## src/rtl/core/cpd_pkg.sv

```systemverilog
`timescale 1ns / 1ps

package cpd_pkg;

  localparam int unsigned ROWS_DEF = 256;
  localparam int unsigned COLS_DEF = 16;

  localparam int unsigned SAMPLE_W = 16;
  localparam int unsigned ROW_W    = 8;
  localparam int unsigned COL_W    = 4;
  localparam int unsigned DIST_W   = 26;
  localparam int unsigned RCFG_W   = 9;
  localparam int unsigned CFG_IDX_W = 2;

  localparam logic [DIST_W-1:0] DIST_MAX = {DIST_W{1'b1}};

  typedef enum logic [0:0] {
    OP_LOAD  = 1'b0,
    OP_QUERY = 1'b1
  } op_e;

  typedef enum logic [1:0] {
    METRIC_EUCLID    = 2'd0,
    METRIC_MANHATTAN = 2'd1,
    METRIC_MAX       = 2'd2
  } metric_e;

  typedef enum logic [1:0] {
    STATUS_VALID   = 2'd0,
    STATUS_UNDEF   = 2'd1,
    STATUS_NO_ROWS = 2'd2
  } status_e;

  typedef enum logic [CFG_IDX_W-1:0] {
    CFG_METRIC    = 2'd0,
    CFG_SKIP      = 2'd1,
    CFG_ROW_COUNT = 2'd2
  } cfg_idx_e;

  typedef struct packed {
    logic [1:0] metric;
    logic       skip;
  } cpd_cfg_t;

  typedef struct packed {
    logic busy;
    logic undefined;
    logic counted;
  } cpd_acc_stat_t;

endpackage

```

## src/rtl/core/cpd_sqrt.sv

```systemverilog
`timescale 1ns / 1ps

module cpd_sqrt #(
  parameter int unsigned ACC_W = 2 * cpd_pkg::SAMPLE_W + $clog2(cpd_pkg::ROWS_DEF + 1),
  parameter int unsigned ITER  = (ACC_W + 1) / 2
) (
  input  logic             clk_i,
  input  logic             rst_ni,
  input  logic             start_i,
  input  logic [ACC_W-1:0] x_i,
  output logic             done_o,
  output logic [ITER-1:0]  root_o
);
  import cpd_pkg::*;

  localparam int unsigned XW   = 2 * ITER;
  localparam int unsigned CNTW = $clog2(ITER + 1);

  logic [XW-1:0]   x_q;
  logic [XW-1:0]   res_q;
  logic [XW-1:0]   bit_q;
  logic [CNTW-1:0] cnt_q;
  logic            busy_q;
  logic [XW-1:0]   trial;
  logic            ge;
  logic            step;

  assign trial = res_q + bit_q;
  assign ge    = x_q >= trial;
  assign step  = busy_q && (cnt_q != '0);

  always_ff @(posedge clk_i or negedge rst_ni) begin
    if (!rst_ni) begin
      busy_q <= 1'b0;
      cnt_q  <= '0;
    end else if (start_i) begin
      busy_q <= 1'b1;
      cnt_q  <= CNTW'(ITER);
    end else if (step) begin
      cnt_q <= cnt_q - CNTW'(1);
    end else if (busy_q) begin
      busy_q <= 1'b0;
    end
  end

  always_ff @(posedge clk_i) begin
    if (start_i) begin
      x_q   <= XW'(x_i);
      res_q <= '0;
      bit_q <= XW'(1) << (XW - 2);
    end else if (step) begin
      if (ge) begin
        x_q   <= x_q - trial;
        res_q <= (res_q >> 1) + bit_q;
      end else begin
        res_q <= res_q >> 1;
      end
      bit_q <= bit_q >> 2;
    end
  end

  assign done_o = busy_q && (cnt_q == '0);
  assign root_o = res_q[ITER-1:0];

endmodule

```

## config.mk

```make
export PLATFORM = sky130hd
export DESIGN_NAME = cpd_sqrt
export DESIGN_NICKNAME = d
export VERILOG_FILES = /design/src/rtl/core/cpd_pkg.sv /design/src/rtl/core/cpd_sqrt.sv
export SDC_FILE = /design/constraint.sdc
export NUM_CORES = 1
export LEC_CHECK = 0
export BUFFER_PORTS_ARGS = -buffer_cell sky130_fd_sc_hd__buf_2
export CORE_ASPECT_RATIO = 1.1
export CORE_MARGIN = 8
export CORE_UTILIZATION = 56
export CTS_CLUSTER_SIZE = 14
export DETAILED_ROUTE_END_ITERATION = 6
export GPL_TIMING_DRIVEN = 0
export PLACE_DENSITY_LB_ADDON = 0.05
export SLEW_MARGIN = 10
export SYNTH_ARGS = -nofsm -noshare
export SYNTH_HDL_FRONTEND = slang
export SYNTH_SLANG_ARGS = --single-unit
```

## constraint.sdc

```tcl
create_clock -name clk_i -period 5.9 [get_ports clk_i]
set_clock_uncertainty 0.2 [all_clocks]
set_input_delay 0.59 -clock clk_i [delete_from_list [all_inputs] [get_ports clk_i]]
set_output_delay 0.59 -clock clk_i [all_outputs]
set_load 0.02 [all_outputs]
```

# Word level (Yosys, flattened, before mapping)
# Cells that the tools add are included.
# op_classes
magnitude_cmp	1
reduce_logical	8
eq_ne	1
add_sub_neg	4
muxes	8
# ops
op	count
2-to-1 mux 41 bit	3
adder 41 x 41 -> 42 bit	1
adder 42 x 41 -> 42 bit	1
>= comparator 42 bit	1
2-to-1 mux 42 bit	1
subtractor 42 bit	1
2-to-1 mux 5 bit	2
zero test 5 bit	1
nonzero test 5 bit	1
subtractor 5 x 1 -> 5 bit (second input constant)	1
AND reduction 2 bit	2
nonzero test 2 bit	2
logical AND 1 bit	2
2-to-1 mux 1 bit	2
!= test 2 bit (second input constant)	1
# totals
elab_cells	28
regBits	111

# Depth between registers and ports, before layout
# logic_depth
ltp_word	5
mapped_depth	24
ltp_nobuf	21

# Worst setup path after synthesis
# No wires, ideal clock.
# synth_path
path_type	flip-flop to flip-flop
start	register res_q[4]
end	register x_q[0], enable pin
slack_ns	-0.653
n_path_buf	3
synth_period_minus_slack_ns	6.553
setup_time_ns	0.446
arrival_time_ns	5.907
stages_incl_launch_ff	22
path_cell_list	dfxtp_1 ha_1 a31oi_1 o21ai_1 a21oi_2 o31ai_2 a211o_1 o31ai_1 o21bai_1 a31oi_1 xor2_1 ha_1 buf_2 nand4_1 nor4_1 and3_1 a311o_1 o21ai_1 and2_1 buf_6 buf_4 o21ai_1
# synth_via
elab_chain_cells	4
# synth_rtl
element	line_no	text
from (decl)	cpd_sqrt.sv:20	logic [XW-1:0] res_q;
from (signal assigned)	cpd_sqrt.sv:54	res_q <= (res_q >> 1) + bit_q;
from (signal assigned)	cpd_sqrt.sv:56	res_q <= res_q >> 1;
adder 42 x 41 -> 42 bit	cpd_sqrt.sv:28	assign trial = res_q + bit_q;
>= comparator 42 bit	cpd_sqrt.sv:29	assign ge = x_q >= trial;
nonzero test 2 bit (no line)	--	
AND reduction 2 bit (no line)	--	
to (signal assigned)	cpd_sqrt.sv:48	x_q <= XW'(x_i);
to (signal assigned)	cpd_sqrt.sv:53	x_q <= x_q - trial;
to (decl)	cpd_sqrt.sv:19	logic [XW-1:0] x_q;
# No other way between the ends.
# A chain may end at the register's enable or synchronous reset.

# Final worst setup path
# layout_path
start	register res_q[6]
end	register x_q[32], enable pin
# Same word-level chain as after synthesis.

==> metrics.json <==
{
  "num_io_pins": 66,
  "synth-warning-count": 0,
  "tns_ns": 0,
  "post_synthesis_cells": 1244,
  "final_antenna_net_count": 0,
  "post-synth-top-area-fraction": 0.1309,
  "clockRootBuffer": "sky130_fd_sc_hd__clkbuf_16",
  "global_placer_s_final_weighted_congestion": 0.9723,
  "layout_setup_ws_ns": 0.2048,
  "vias_in_the_first_global_route": 8882,
  "hold_viol": 0,
  "dpl.hpwl_mm": 22.79,
  "yosys.cell_types.count": 73,
  "worst_ep_arrival_time_ns": 5.62,
  "dieArea_um2": 21970,
  "clockBufferDepth": 2,
  "clock_sink_count": 111,
  "numCtsBuffers": 9,
  "routed-via-count": 9596,
  "min_path_cells": 2,
  "detailedRoute.firstPassIterationCount": 5,
  "route.met3.wl_mm": 1.467,
  "yosysSeqAreaShare": 0.2719,
  "post_synth_main_area_contributors": "sky130_fd_sc_hd__dfxtp_1 (13%), sky130_fd_sc_hd__edfxtp_1 (13%), sky130_fd_sc_hd__ha_1 (11%)",
  "pleak_uw": 0.004331,
  "clk_pin_slew_ns": 0.08,
  "peakVddDrop_v": 0.0003474,
  "finalNetCount": 1462,
  "power-per-cell-area_nw_per_um2": 472.4,
  "pin_count_of_the_biggest_net_entering_global_routing": 22,
  "timing.slew.headroom": 0.2168,
  "fin_crit_ns": 5.695,
  "routed_via_density": 6.120,
  "wl_mm": 30.09,
  "avgSynthCellArea_um2": 7.870,
  "synth_top_area_cell": "sky130_fd_sc_hd__dfxtp_1",
  "synth.ff_latch_count": 111,
  "fin_crit_sh": 0.9653,
  "worst-slew-pin-transition_ns": 1.175,
  "clk_latency_ns": 0.36,
  "drc": 0,
  "grt-ovfl-total": 0,
  "timing_worst_setup_path_type": "flop to flop",
  "max_freq_ghz": 0.1756,
  "drv_slew": 0,
  "timing.max_cap.violations": 0,
  "horizontal_die_dimension_um": 142.1,
  "routed_wire_length_per_instance_um": 19.19,
  "antenna_found_initial": 0,
  "timing.critical_path.fanout_max": 11,
  "antenna_cells": 0,
  "detailed_route_wirelength_on_metal2_mm": 14.55,
  "critPathCaptureType": "flop",
  "initial_utilization": 0.5733,
  "top_layer_used": "met4",
  "row_count": 50,
  "required_ns": 5.83,
  "timing.hold.worst.class": "flop to flop",
  "floorplan.die.height_um": 154.7,
  "grt_pass1_wl_mm": 46.69,
  "start_kind": "flop",
  "mappedNetlistNets": 1377,
  "status": "complete, no violations",
  "htree_levels": 3,
  "synth_enable_flop_cells": 41,
  "synth_flop_cell": "sky130_fd_sc_hd__dfxtp_1",
  "synthToLayoutAreaGrowth_pct": 12.03,
  "count_of_routing_violations_after_the_opening_detailed_route_iteration": 702,
  "dpl_worst_slack_ns": -0.4729,
  "track_usage": 0.2681,
  "final_layout_size_suffix_gt1_frac": 0.1297,
  "worst_r2r_path_depth": 22,
  "setup_viol_count_final": 0,
  "port-buffer-count": 64,
  "cts_tree": "done",
  "wl_met1_mm": 13.12,
  "core_um2": 17080,
  "synthArstFlopShare": 0.05405,
  "mappedNetlistArea_um2": 9791
}
-- critical path: stages, from the launching register on --
cell and delay [ns]:
sky130_fd_sc_hd__dfxtp_1 0.39, sky130_fd_sc_hd__ha_1 0.38, sky130_fd_sc_hd__nand2_1 0.11, sky130_fd_sc_hd__o31ai_2 0.36, sky130_fd_sc_hd__a31oi_2 0.22, sky130_fd_sc_hd__o31ai_2 0.41, sky130_fd_sc_hd__a21o_1 0.28, sky130_fd_sc_hd__nand3_1 0.12
sky130_fd_sc_hd__nand2_1 0.12, sky130_fd_sc_hd__a221oi_1 0.09, sky130_fd_sc_hd__xor2_1 0.21, sky130_fd_sc_hd__ha_1 0.29, sky130_fd_sc_hd__a21o_1 0.18, sky130_fd_sc_hd__a21o_1 0.20, sky130_fd_sc_hd__a211oi_1 0.35, sky130_fd_sc_hd__o2111ai_1 0.26
sky130_fd_sc_hd__o21ai_1 0.20, sky130_fd_sc_hd__and2_1 0.19, sky130_fd_sc_hd__buf_6 0.17, sky130_fd_sc_hd__buf_4 0.26, sky130_fd_sc_hd__o21ai_4 0.08, sky130_fd_sc_hd__buf_12 0.20, sky130_fd_sc_hd__clkbuf_16 0.16
-- metrics by stage --
stage               power, uW  instance area, um2  hold slack (ns)    util  std cells
floorplan                3513                9794          0.09441       -       1244
CTS                      5081               10840           0.2870  0.6349       1562
global route             5552               10970           0.3010  0.6422       1568
global placement         4255               10410           0.2202  0.6094       1542
detailed placement       4305               10440           0.2230  0.6114       1543
finish                   5181               10970           0.2900  0.6422       1568
-- cells in the final DEF (no fill, tap or decap), types with 41 or more instances in the layout --
cell and n:
sky130_fd_sc_hd__nor2_1 87, sky130_fd_sc_hd__edfxtp_1 41, sky130_fd_sc_hd__buf_2 83, sky130_fd_sc_hd__xnor2_1 45, sky130_fd_sc_hd__a21oi_1 102, sky130_fd_sc_hd__nand2_1 197, sky130_fd_sc_hd__xor2_1 60, sky130_fd_sc_hd__ha_1 88
sky130_fd_sc_hd__dfxtp_1 61, sky130_fd_sc_hd__o21ai_0 75
-- where the power goes --
group	total (uW)	switching, uW	leakage (uW)	internal, uW
clock	717	324	0.000168	393
combinational	3250	2000	0.00315	1250
sequential	1220	131	0.00101	1080
total	5180	2450	0.00433	2730
-- cells by family after synthesis --
group,after synthesis,share of synthesized area
xor+xnor,105,0.09393
compound gates,398,0.2588
fa+ha+maj,89,0.1145
simple gates,417,0.1927
buf+inv,112,0.05508
mux,12,0.01303
flops,111,0.2719
-- routing by layer --
metal,track usage,up-vias
li1,-,4697
met1,0.3348,4555
met2,0.4566,276
met3,0.03325,68
met4,0.1101,0
met5,0,-
-- synth_stat cells (all sizes together) (5+ instances only) --
library cell and count:
a31o 7, o211ai 9, mux2 6, a31oi 39, a21boi 5, buf 49
a221oi 7, o21ai 111, ha 88, and3 13, xor2 60, a21oi 104
a211oi 20, and4 6, nand4 20, nand3 28, dfxtp 64, o21a 18
or4 6, nor2 87, inv 26, a21o 17, dfrtp 6, nand2 197
clkbuf 37, nor3 20, nor2b 9, o21bai 17, a311oi 5, edfxtp 41
o31ai 14, mux2i 6, and2 6, xnor2 45
-- flip-flops by register name (all words and copies together), names as in the netlist --
register and flops:
x_q 42, busy_q 1, res_q 42, cnt_q 5
bit_q 21
-- layout make-up --
cell class	count	area, um2
inverter	26	97.59
buffer	86	445.4
clock inverter	6	102.6
fill	1580	6111
multi-input combinational	1022	6684
sequential	111	2666
timing repair buffer	73	440.4
tap	234	292.8
clock buffer	10	239.0
-- worst paths after layout --
| check | start | endpoint | slack (ns) |
|---|---|---|---|
| max in group asynchronous | rst_ni | cnt_q[0] | 4.96 |
| min in group asynchronous | rst_ni | busy_q | 0.40 |
| worst min-delay path | x_q[41] | x_q[41] | 0.29 |
| worst min register to register | x_q[41] | x_q[41] | 0.29 |
| worst max-delay path | res_q[6] | x_q[32] | 0.20 |
| worst max register to register | res_q[6] | x_q[32] | 0.20 |
-- what timing repair did --
| item | CTS | global route |
|---|---|---|
| setup endpoints to repair | 53 | 81 |
| pin swaps | 1 | 7 |
| setup buffers | 1 | 4 |
| resized for setup | 4 | 14 |
| hold endpoints to repair | 6 | 0 |
| gates cloned | 1 | 2 |
| hold buffers | 1 | 0 |
Note: power is estimated with default switching activity, not from simulation.
