### config.mk
export PLATFORM = sky130hd
export DESIGN_NAME = cpd_accum
export DESIGN_NICKNAME = d
export VERILOG_FILES = /design/src/rtl/core/cpd_pkg.sv /design/src/rtl/core/cpd_accum.sv
export SDC_FILE = /design/constraint.sdc
export NUM_CORES = 1
export LEC_CHECK = 0
export BUFFER_PORTS_ARGS = -buffer_cell sky130_fd_sc_hd__buf_4
export CAP_MARGIN = 15
export CORE_MARGIN = 2
export CORE_UTILIZATION = 60
export CTS_BUF_LIST = sky130_fd_sc_hd__clkbuf_16
export DETAILED_ROUTE_END_ITERATION = 7
export GPL_TIMING_DRIVEN = 0
export PLACE_DENSITY = 0.79
export SYNTH_ARGS = -nofsm -noshare
export SYNTH_HDL_FRONTEND = slang
export SYNTH_SLANG_ARGS = --single-unit
### constraint.sdc
create_clock -name clk_i -period 7.9 [get_ports clk_i]
set_input_delay 0.79 -clock clk_i [delete_from_list [all_inputs] [get_ports clk_i]]
set_output_delay 0.79 -clock clk_i [all_outputs]
set_load 0.01 [all_outputs]
### src/rtl/core/cpd_pkg.sv
`timescale 1ns / 1ps

package cpd_pkg;

  localparam int unsigned ROWS_DEF = 256;
  localparam int unsigned COLS_DEF = 16;

  localparam int unsigned SAMPLE_W = 16;
  localparam int unsigned ROW_W    = 8;
  localparam int unsigned COL_W    = 4;
  localparam int unsigned DIST_W   = 26;
  localparam int unsigned RCFG_W   = 9;
  localparam int unsigned CFG_IDX_W = 2;

  localparam logic [DIST_W-1:0] DIST_MAX = {DIST_W{1'b1}};

  typedef enum logic [0:0] {
    OP_LOAD  = 1'b0,
    OP_QUERY = 1'b1
  } op_e;

  typedef enum logic [1:0] {
    METRIC_EUCLID    = 2'd0,
    METRIC_MANHATTAN = 2'd1,
    METRIC_MAX       = 2'd2
  } metric_e;

  typedef enum logic [1:0] {
    STATUS_VALID   = 2'd0,
    STATUS_UNDEF   = 2'd1,
    STATUS_NO_ROWS = 2'd2
  } status_e;

  typedef enum logic [CFG_IDX_W-1:0] {
    CFG_METRIC    = 2'd0,
    CFG_SKIP      = 2'd1,
    CFG_ROW_COUNT = 2'd2
  } cfg_idx_e;

  typedef struct packed {
    logic [1:0] metric;
    logic       skip;
  } cpd_cfg_t;

  typedef struct packed {
    logic busy;
    logic undefined;
    logic counted;
  } cpd_acc_stat_t;

endpackage

### src/rtl/core/cpd_accum.sv
`timescale 1ns / 1ps

module cpd_accum #(
  parameter int unsigned ACC_W = 2 * cpd_pkg::SAMPLE_W + $clog2(cpd_pkg::ROWS_DEF + 1)
) (
  input  logic                        clk_i,
  input  logic                        rst_ni,
  input  logic                        clear_i,
  input  cpd_pkg::cpd_cfg_t           cfg_i,
  input  logic                        valid_i,
  input  logic                        oor_a_i,
  input  logic                        oor_b_i,
  input  logic [cpd_pkg::SAMPLE_W:0]  rdata_a_i,
  input  logic [cpd_pkg::SAMPLE_W:0]  rdata_b_i,
  output logic [ACC_W-1:0]            acc_o,
  output cpd_pkg::cpd_acc_stat_t      stat_o
);
  import cpd_pkg::*;

  logic [SAMPLE_W-1:0]   va;
  logic [SAMPLE_W-1:0]   vb;
  logic                  miss;
  logic [SAMPLE_W:0]     diff;
  logic [SAMPLE_W:0]     diff_abs;

  logic                  s1_valid_q;
  logic                  s1_miss_q;
  logic [SAMPLE_W-1:0]   s1_ad_q;
  logic                  s2_valid_q;
  logic                  s2_miss_q;
  logic [SAMPLE_W-1:0]   s2_ad_q;
  logic [2*SAMPLE_W-1:0] s2_sq_q;

  logic [ACC_W-1:0]      acc_q, acc_d;
  logic                  undef_q, undef_d;
  logic                  counted_q, counted_d;
  logic                  maxmode;

  assign maxmode = cfg_i.metric[1];

  always_comb begin
    va       = oor_a_i ? '0 : rdata_a_i[SAMPLE_W-1:0];
    vb       = oor_b_i ? '0 : rdata_b_i[SAMPLE_W-1:0];
    miss     = (!oor_a_i && rdata_a_i[SAMPLE_W]) || (!oor_b_i && rdata_b_i[SAMPLE_W]);
    diff     = {va[SAMPLE_W-1], va} - {vb[SAMPLE_W-1], vb};
    diff_abs = diff[SAMPLE_W] ? (~diff + (SAMPLE_W+1)'(1)) : diff;
  end

  always_ff @(posedge clk_i or negedge rst_ni) begin
    if (!rst_ni) begin
      s1_valid_q <= 1'b0;
      s2_valid_q <= 1'b0;
    end else begin
      s1_valid_q <= valid_i;
      s2_valid_q <= s1_valid_q;
    end
  end

  always_ff @(posedge clk_i) begin
    s1_miss_q <= miss;
    s1_ad_q   <= diff_abs[SAMPLE_W-1:0];
    s2_miss_q <= s1_miss_q;
    s2_ad_q   <= s1_ad_q;
    s2_sq_q   <= (2*SAMPLE_W)'(s1_ad_q) * (2*SAMPLE_W)'(s1_ad_q);
  end

  always_comb begin
    acc_d     = acc_q;
    undef_d   = undef_q;
    counted_d = counted_q;
    if (clear_i) begin
      acc_d     = '0;
      undef_d   = 1'b0;
      counted_d = 1'b0;
    end else if (s2_valid_q) begin
      if (s2_miss_q) begin
        if (!maxmode && !cfg_i.skip) begin
          undef_d = 1'b1;
        end
      end else begin
        counted_d = 1'b1;
        if (maxmode) begin
          if (ACC_W'(s2_ad_q) > acc_q) begin
            acc_d = ACC_W'(s2_ad_q);
          end
        end else if (cfg_i.metric == METRIC_EUCLID) begin
          acc_d = acc_q + ACC_W'(s2_sq_q);
        end else begin
          acc_d = acc_q + ACC_W'(s2_ad_q);
        end
      end
    end
  end

  always_ff @(posedge clk_i or negedge rst_ni) begin
    if (!rst_ni) begin
      acc_q     <= '0;
      undef_q   <= 1'b0;
      counted_q <= 1'b0;
    end else begin
      acc_q     <= acc_d;
      undef_q   <= undef_d;
      counted_q <= counted_d;
    end
  end

  assign acc_o            = acc_q;
  assign stat_o.busy      = s1_valid_q || s2_valid_q;
  assign stat_o.undefined = undef_q;
  assign stat_o.counted   = counted_q;

endmodule

# Word-level counts from Yosys, hierarchy flattened
# Index checks and enable logic that the tools add are counted.
# classes
addsub	4
n_mul	1
magnitude_cmp	1
eq_ne	2
muxes	16
bitwise_logic	1
n_reduce_logical	16
# op_table
operator	n
$mux 41	6
$mux 16	3
$add 41x16->41	1
$add 41x32->41	1
$gt 16x41->1	1
$mul 16x16->32	1
$sub 16x16->17	1
$add 16x1->16 const B	1
$not 16->16	1
$mux 1	7
$reduce_and 3->1	2
$reduce_bool 2->1	3
$logic_not 1->1	4
$logic_and 1x1->1	3
$ne 3x2->1 const B	1
$logic_not 2->1	1
$logic_or 1x1->1	2
$ne 2x2->1 const B	1
$reduce_and 2->1	1
# totals
ff_bits	111
out_inout_bits	44
elab_cells	51

# Longest topological paths before layout
# Gate-level depths: netlist of the first run.
# logic_depth
word_depth	6
ltp_mapped	26

# Worst setup path before layout of the first run
# No wires, ideal clock.
# synth_path
kind	register to register
startpoint	register s1_ad_q[4]
endpoint	register s2_sq_q[30]
setup_ns	0.118
arrival_ns	6.112
required_time_ns	7.782
path_slack_ns	1.670
path_stages_with_launch	23
synth_period_minus_slack_ns	6.230
cell_sequence	dfxtp_1 clkbuf_1 nand2_1 fa_1 inv_1 fa_1 fa_1 fa_1 fa_1 inv_1 fa_1 inv_1 ha_1 and3_1 a221o_1 a21oi_1 nor3b_1 a21oi_1 o21ai_1 o21ai_0 o21ai_0 nand2b_1 xor2_1
# synth_between
elab_chain_cells	1
# synth_lines
element	line	text
from (decl)	cpd_accum.sv:28	logic [SAMPLE_W-1:0] s1_ad_q;
from (signal assigned)	cpd_accum.sv:61	s1_ad_q <= diff_abs[SAMPLE_W-1:0];
$mul 16x16->32	cpd_accum.sv:64	s2_sq_q <= (2*SAMPLE_W)'(s1_ad_q) * (2*SAMPLE_W)'(s1_ad_q);
to (signal assigned)	cpd_accum.sv:64	
to (decl)	cpd_accum.sv:32	logic [2*SAMPLE_W-1:0] s2_sq_q;
# No other way between the ends.
# A chain may end at the register's enable or synchronous reset.

# Final worst setup path of the first run
# layout_path
startpoint	register s1_ad_q[3]
endpoint	register s2_sq_q[30]
# The elaborated chain is that of the path after synthesis.

==> results of run 1 <==
## cell usage after synthesis, types with 7 or more instances
library cell  count
a211oi_1          7
a21o_1           44
a21oi_1          76
a22o_1            7
a31oi_1           7
and2_1           70
and3_1           13
clkbuf_1         42
dfrtp_1          45
dfxtp_1          64
fa_1            166
ha_1            164
inv_1           299
mux2_2           15
nand2_1         147
nand2b_1         34
nand3_1          19
nand4_1          10
nor2_1           75
nor2b_1          31
nor3_1           13
nor4_1            8
o21a_1           14
o21ai_0          56
o31ai_1          25
xnor2_1          43
xor2_1           34
## through the flow
| stage | worst slack, ns | instance area (um2) | hold slack [ns] | cells | util [%] |
|---|---|---|---|---|---|
| after global routing | 0.140 | 15500 | 0.399 | 2046 | 66.6 |
| after CTS | 0.617 | 15500 | 0.389 | 2046 | 66.6 |
| after global placement | 0.708 | 15200 | 0.358 | 2030 | 65.3 |
| after detailed placement | 0.651 | 15200 | 0.368 | 2030 | 65.3 |
| final | 0.522 | 15500 | 0.384 | 2046 | 66.6 |
| after floorplan | 1.67 | 14200 | 0.310 | 1627 | - |
## cells by family (layout without fill, tap and decap cells)
family / Yosys count / in the layout / share of synthesized area, %
simple gates: 444 / 444 / 15.6
buf+inv: 347 / 447 / 9.24
flops: 109 / 109 / 16.9
mux: 19 / 19 / 1.47
xor+xnor: 78 / 78 / 4.86
compound gates: 300 / 300 / 14.1
fa+ha+maj: 330 / 330 / 37.8
## per-layer routing
metal,up-vias,global-route usage (%)
met5,-,0
met4,0,8.27
met3,74,4.30
met2,375,47.9
met1,5412,34.7
li1,5497,-
## final cells by class
class | count | share of cell area, %
clock inverters | 7 | 0.451
plain buffers | 48 | 1.23
flip-flops and latches | 109 | 15.5
multi-input cells | 1171 | 67.5
clock buffers | 9 | 1.45
well taps | 319 | 2.57
repair buffers | 84 | 4.06
inverters | 299 | 7.22
## state kept, by name, summed over array words and instances, names as in the netlist
register    cells
s2_sq_q        31
s2_valid_q      1
undef_q         1
s1_ad_q        16
s1_valid_q      1
s1_miss_q       1
counted_q       1
acc_o          41
s2_ad_q        15
s2_miss_q       1
## cell usage in the layout (no fill, tap or decap), types with 9 or more instances in the layout
cell type / instances
clkbuf_16: 9
o21ai_0: 56
and3_1: 13
nor2b_1: 31
inv_1: 299
o31ai_1: 25
dfxtp_1: 64
ha_1: 164
and2_1: 70
xor2_1: 34
clkbuf_1: 42
a21oi_1: 76
nand2b_1: 34
o21a_1: 14
buf_4: 86
nand3_1: 19
a21o_1: 44
dfrtp_1: 45
mux2_2: 15
fa_1: 166
nor3_1: 13
nor2_1: 75
xnor2_1: 43
nand2_1: 147
nand4_1: 10
## final timing paths
check / start / to
max: s1_ad_q[3] / s2_sq_q[30]
min reg2reg: s1_valid_q / s2_valid_q
min: s1_valid_q / s2_valid_q
min in group asynchronous: rst_ni / acc_o[0]
max in group asynchronous: rst_ni / acc_o[26]
max reg2reg: s1_ad_q[3] / s2_sq_q[30]
==> results.cfg, run 1 <==
[floorplan]
core_area_um2 = 23300
dieHeight_um = 158
boundaryPins = 87
die_area_um2 = 24900
floorplan.initialDensity_pct = 60.9
die_w_um = 158
rows = 56

[global_routing]
grt_overflow = 0
grt_max_degree = 46
grt_pass1_wl_um = 54200
grt_antenna_before_repair = 0
grtUsageTotal_pct = 27.3
grt_pass1_vias = 11532

[worst_setup_path]
cp.depth = 24
cpPeakStageDelay_ns = 0.57
worstPathMaxFanout = 10
slowest_stage = dfxtp_1
rr_worst_depth = 24
path_delay_family = adder cells
path_cells = clkbuf_1, inv_1, nor2_1, ha_1, xor2_1, fa_1, inv_1, fa_1, fa_1, fa_1, inv_1, fa_1, inv_1, ha_1, and3_1, a221o_1, a21oi_1, nor3b_1, a21oi_1, o21ai_1, o21ai_0, o21ai_0, nand2b_1, xor2_1
cp.required_ns = 8.14
crit_path_start_kind = flop
r2r_slack_ns = 0.52
path_buf_inv = 5
worstPathArrival_ns = 7.62
crit_top_cell = fa_1
crit_type = reg2reg
cp-end-kind = flop

[yosys]
avgSynthCellArea_um2 = 8.74
syn-num-nets = 2000
synth_seq_cells = 109
synthCells = 1627
synth_cell_type_count = 73
synth_edf_count = 0
ys_seq_area_share_pct = 16.9
yosysWarnings = 0
async_flop_share_pct = 41.3
synth_top_area_share_pct = 23.4
synth_top_area_cell = fa_1
ys_top_cells_by_area = fa_1, ha_1, dfxtp_1, dfrtp_1, inv_1
synthFlopType = dfxtp_1
synth_area_um2 = 14200

[placement]
gp_congestion = 0.958
hpwl_um = 27000
port_buffers = 84

[timing]
fin_crit_sh_pct = 93.4
clock.fmax_mhz = 136
tightest_slew_ns = 0.739
finalSetupTns_ns = 0
fin_worst_skew_ns = 0.0188
report.final.setup_viol = 0
fin_crit_ns = 7.38
rsz0062_at_grt = false
maxSlewViolCount = 0
slew_headroom_pct = 50.2
hold_viol = 0

[drt]
firstDrtPassIters = 5
drt-initial-drc-count = 816
wl_um = 32600
maxUsedRoutingLayer = met4
wl_met1_um = 13800
ant_nets = 0
wl_per_cell_um = 15.9
via_per_inst = 5.55
dr_wl_met3_um = 2140
vias = 11358
drc = 0
route.met2.wl_um = 15700

[min_path]
hp-class = reg2reg
hold-path-cell-count = 0

[clock_network]
cts_setup_buffers = 0
clk_latency_ns = 0.37
clk_pin_slew_ns = 0.08
clockRootBuffer = clkbuf_16
cts_tree = yes
cts_resized = 0
cts_max_path_buffers = 2
clkSinkCount = 109
cts_buffers = 9
ctsHoldBuffers = 0
htree_levels = 3

[final_layout]
diodes = 0
fin_nets = 2095
area_growth_pct = 9.32
seqCellArea_um2 = 2410
multi_input_area_um2 = 10500
fill_cells = 1918
drive_above_1_share_pct = 8.34

[job]
maxCapViolations = 0

[status]
status = complete, no violations
Power of run 1 is not shown: default switching activity piles up to over one toggle a cycle in this logic, so the estimate is an artifact.
==> inputs of run 2 (changes only) <==
- clock period: 7.9 -> 7.24 ns (I/O delays scaled with it)
==> run 2 against run 1 <==
  * Sequential share of layout area up 0.053 points
  * Wire length down 0.34%
  * Register-to-register slack worse by 0.23 ns
  * Clock skew about the same
  * Design area up 0.18%
  * Via count down 0.18%
  * Core utilization up 0.12 points
  * Non-clock buffer count down 2
  * Fmax up 6.3%
  * Setup slack worse by 0.23 ns
  * Cell count about the same
  * Critical path type unchanged
  * Highest routed layer unchanged
==> results.cfg, run 2 (same netlist as run 1, synthesis figures left out) <==
[status]
status = complete, no violations

[placement]
pre_cts_ws_ns = -0.00870
place_area_um2 = 15200
gp_congestion = 0.958
port_buffers = 84
hpwl_um = 27000

[timing]
slew_headroom_pct = 49.9
maxSlewViolCount = 0
report.final.setup_viol = 0
finalSetupTns_ns = 0
hold_viol = 0
fin_worst_skew_ns = 0.0183
fin_hold_ws_ns = 0.334
rsz0062_at_grt = false
clock.fmax_mhz = 144
fin_crit_ns = 6.94
layout_setup_ws_ns = 0.297
fin_crit_sh_pct = 95.9
tightest_slew_ns = 0.743

[clock_network]
clkSinkCount = 109
cts_tree = yes
clk_pin_slew_ns = 0.08
clockRootBuffer = clkbuf_16
clk_latency_ns = 0.37
cts_max_path_buffers = 2
cts_setup_buffers = 0
cts_buffers = 9
htree_levels = 3

[global_routing]
grt_max_degree = 46
grt_pass1_vias = 11542
grtUsageTotal_pct = 27.3
grt_overflow = 0
grt_pass1_wl_um = 54200
grt_antenna_before_repair = 0

[worst_setup_path]
crit_top_cell = fa_1
path_buf_inv = 4
cp-end-kind = flop
path_cells = clkbuf_1, nand2_1, fa_1, fa_1, inv_1, fa_1, inv_1, fa_1, fa_1, fa_1, inv_1, ha_1, and3_1, a221o_1, a21oi_1, nor3b_2, a21oi_1, o21ai_1, o21ai_0, o21ai_0, nand2b_1, xor2_1
crit_type = reg2reg
crit_path_start_kind = flop
worstPathMaxFanout = 10
slowest_stage = fa_1
path_delay_family = adder cells
cpPeakStageDelay_ns = 0.57
r2r_slack_ns = 0.30
worstPathArrival_ns = 7.18
cp.required_ns = 7.48

[final_layout]
largest_reg_flops = 41
fill_cells = 1914
stdcell_area_um2 = 15600
diodes = 0
drive_above_1_share_pct = 9.80
mostFrequentLayoutCell = inv_1
area_growth_pct = 9.51
mostFrequentLayoutCells = inv_1, fa_1, ha_1
fin_nets = 2093

[drt]
vias = 11338
drt-initial-drc-count = 721
wl_um = 32500
drc = 0
via_per_inst = 5.55
ant_nets = 0
firstDrtPassIters = 5
wl_per_cell_um = 15.9

[job]
maxCapViolations = 0

[floorplan]
die_area_um2 = 24900
floorplan.initialDensity_pct = 60.9
die_w_um = 158
boundaryPins = 87
rows = 56
dieHeight_um = 158
core_area_um2 = 23300

[min_path]
hp-class = in2async
run 2: cell types whose count changed in the layout (fill, tap and decap cells not counted):
cell,delta
clkbuf_1,-16
dfxtp_2,+10
clkbuf_2,+14
nor3b_1,-1
dfxtp_1,-10
nor3b_2,+1
run 2: metrics by stage:
stage	std cells	utilization (%)
6_report	2044	66.7
5_1_grt	2044	66.7
4_1_cts	2046	66.6
3_5_place_dp	2030	65.3
3_3_place_gp	2030	65.3
2_1_floorplan	1627	-
run 2: final timing paths:
check / startpoint / to / cells past startpoint
setup / recovery: s1_ad_q[12] / s2_sq_q[30] / 22
hold / removal: rst_ni / acc_o[0] / 1
setup reg to reg: s1_ad_q[12] / s2_sq_q[30] / 22
hold reg to reg: s1_valid_q / s2_valid_q / 0
max in group asynchronous: rst_ni / acc_o[26] / 1
min in group clk_i: s1_valid_q / s2_valid_q / 0
run 2: layout make-up:
type / instances / area, um2 / area share, %
multi-input combinational: 1171 / 10500 / 67.4
sequential: 109 / 2420 / 15.5
inverter: 299 / 1120 / 7.21
timing repair buffer: 84 / 631 / 4.05
tap: 319 / 399 / 2.56
clock buffer: 9 / 225 / 1.45
buffer: 46 / 201 / 1.29
clock inverter: 7 / 70.1 / 0.450
run 2: routing by layer:
layer | vias up | wire [um] | GRT usage (%)
met5 | - | 0 | 0
met4 | 0 | 885 | 8.27
met3 | 63 | 2200 | 4.30
met2 | 356 | 15700 | 47.9
met1 | 5420 | 13700 | 34.7
li1 | 5499 | - | -
run 2: timing repair:
| item | in CTS | in global routing |
|---|---|---|
| endpoints found under the setup margin | 1 | 11 |
| hold buffers | 0 | 0 |
| gates resized for setup | 2 | 36 |
Power of run 2 is left out for the same reason.
==> inputs of run 3 (changes only) <==
- CELL_PAD_IN_SITES_DETAIL_PLACEMENT: unset -> 1
- CELL_PAD_IN_SITES_GLOBAL_PLACEMENT: unset -> 1
- CORE_UTILIZATION: 60 -> 49
- PLACE_DENSITY: 0.79 -> unset
- PLACE_DENSITY_LB_ADDON: unset -> 0.1
==> run 3 against run 2 <==
  * Sequential share of layout area down 0.11 points
  * Fmax down 0.34%
  * First-iteration DRC count down 22%
  * Highest routed layer unchanged
  * Flip-flop and latch count unchanged
  * Setup slack worse by 0.024 ns
==> results.cfg, run 3 (same netlist as run 1, synthesis figures left out) <==
[status]
status = complete, no violations

[min_path]
hp-class = in2async

[final_layout]
utilization_pct = 54.8
largest_reg_flops = 41
mostFrequentLayoutCells = inv_1, fa_1, ha_1
mostFrequentLayoutCell = inv_1
fill_cells = 3399
stdcell_area_um2 = 15700
drive_above_1_share_pct = 9.80
fin_nets = 2093
area_growth_pct = 10.3

[drt]
firstDrtPassIters = 5
wl_per_cell_um = 18.3
wl_um = 38600
drc = 0
ant_nets = 0
drt-initial-drc-count = 561
vias = 11408
via_per_inst = 5.41

[placement]
hpwl_um = 32400
pre_cts_ws_ns = -0.196
place_area_um2 = 15300
gp_congestion = 0.858
port_buffers = 84

[clock_network]
clk_pin_slew_ns = 0.08
cts_setup_buffers = 0
cts_tree = yes
clk_latency_ns = 0.37
htree_levels = 3
cts_max_path_buffers = 2
clockRootBuffer = clkbuf_16
clkSinkCount = 109
cts_buffers = 9
ctsHoldBuffers = 0

[worst_setup_path]
path_cells = clkbuf_2, nand2_1, fa_1, fa_1, inv_1, fa_1, fa_1, fa_1, inv_1, fa_1, inv_1, ha_1, and3_1, a221o_1, a21oi_1, nor3b_2, a21oi_1, o21ai_1, o21ai_0, o21ai_0, nand2b_1, xor2_1
crit_type = reg2reg
worstPathMaxFanout = 10
cpPeakStageDelay_ns = 0.63
crit_top_cell = fa_1
slowest_stage = dfxtp_1
cp-end-kind = flop
worstPathArrival_ns = 7.22
cp.required_ns = 7.49
crit_path_start_kind = flop
rr_worst_depth = 22

[global_routing]
grt.met3_usage_pct = 3.22
use_met1_pct = 33.9
grt_pass1_vias = 12678
grtUsageTotal_pct = 26.7
grt_max_degree = 46
met2_usage_pct = 47.1
busiest_layer = met2
grt_overflow = 0
grt_pass1_wl_um = 64600
grt_antenna_before_repair = 1

[floorplan]
die_w_um = 174
dieHeight_um = 174
die_area_um2 = 30400
boundaryPins = 87
floorplan.initialDensity_pct = 49.7
rows = 62
core_area_um2 = 28600

[timing]
slew_headroom_pct = 41.8
fin_hold_ws_ns = 0.365
rsz0062_at_grt = true
clock.fmax_mhz = 144
report.final.setup_viol = 0
tightest_slew_ns = 0.863
fin_crit_ns = 6.97
fin_worst_skew_ns = 0.0114
maxSlewViolCount = 0
layout_setup_ws_ns = 0.273
fin_crit_sh_pct = 96.2
hold_viol = 0

[job]
maxCapViolations = 0
-- run 3: through the flow --
step / setup TNS (ns) / instances
2_1_floorplan: 0 / 1627
3_3_place_gp: 0 / 2095
3_5_place_dp: -0.262 / 2095
4_1_cts: 0 / 2110
5_1_grt: -0.0251 / 2109
6_report: 0 / 2110
-- run 3: final cells by class --
class | count | area (um2) | share of cell area (%)
antenna | 1 | 2.50 | 0.0160
timing repair buffer | 84 | 631 | 4.02
buffer | 46 | 203 | 1.29
clock inverter | 6 | 60.1 | 0.383
clock buffer | 10 | 250 | 1.60
sequential | 109 | 2420 | 15.4
tap | 384 | 480 | 3.07
inverter | 299 | 1120 | 7.16
multi-input combinational | 1171 | 10500 | 67.0
-- run 3: repair_timing --
action | 4_1_cts | 5_1_grt
setup endpoints to repair | 4 | 8
pin swaps | 0 | 0
resized for setup | 11 | 22
-- run 3: layer usage --
layer	part of all wire, %	vias to the layer above
met4	2.8	0
met1	44	5615
li1	-	5493
met2	50	238
met3	3.6	62
met5	0	-
-- run 3: path summary, 6_finish.rpt --
path | startpoint | to | slack (ns)
worst max-delay path | s1_ad_q[11] | s2_sq_q[30] | 0.27
worst min-delay path | rst_ni | acc_o[1] | 0.37
worst max register to register | s1_ad_q[11] | s2_sq_q[30] | 0.27
worst min register to register | s1_valid_q | s2_valid_q | 0.37
max in group asynchronous | rst_ni | acc_o[22] | 6.44
min in group clk_i | s1_valid_q | s2_valid_q | 0.37
-- run 3: critical path, delay by kind of cell, from the launching register on --
family / cells / cell delay [ns]
buffers and inverters: 4 / 0.52
flip-flops: 1 / 0.63
AND/OR/NAND/NOR: 4 / 0.75
adder cells (fa/ha/maj): 7 / 3.43
XOR/XNOR: 1 / 0.16
AO/OA/AOI/OAI: 6 / 1.36
Power of run 3 is left out for the same reason.
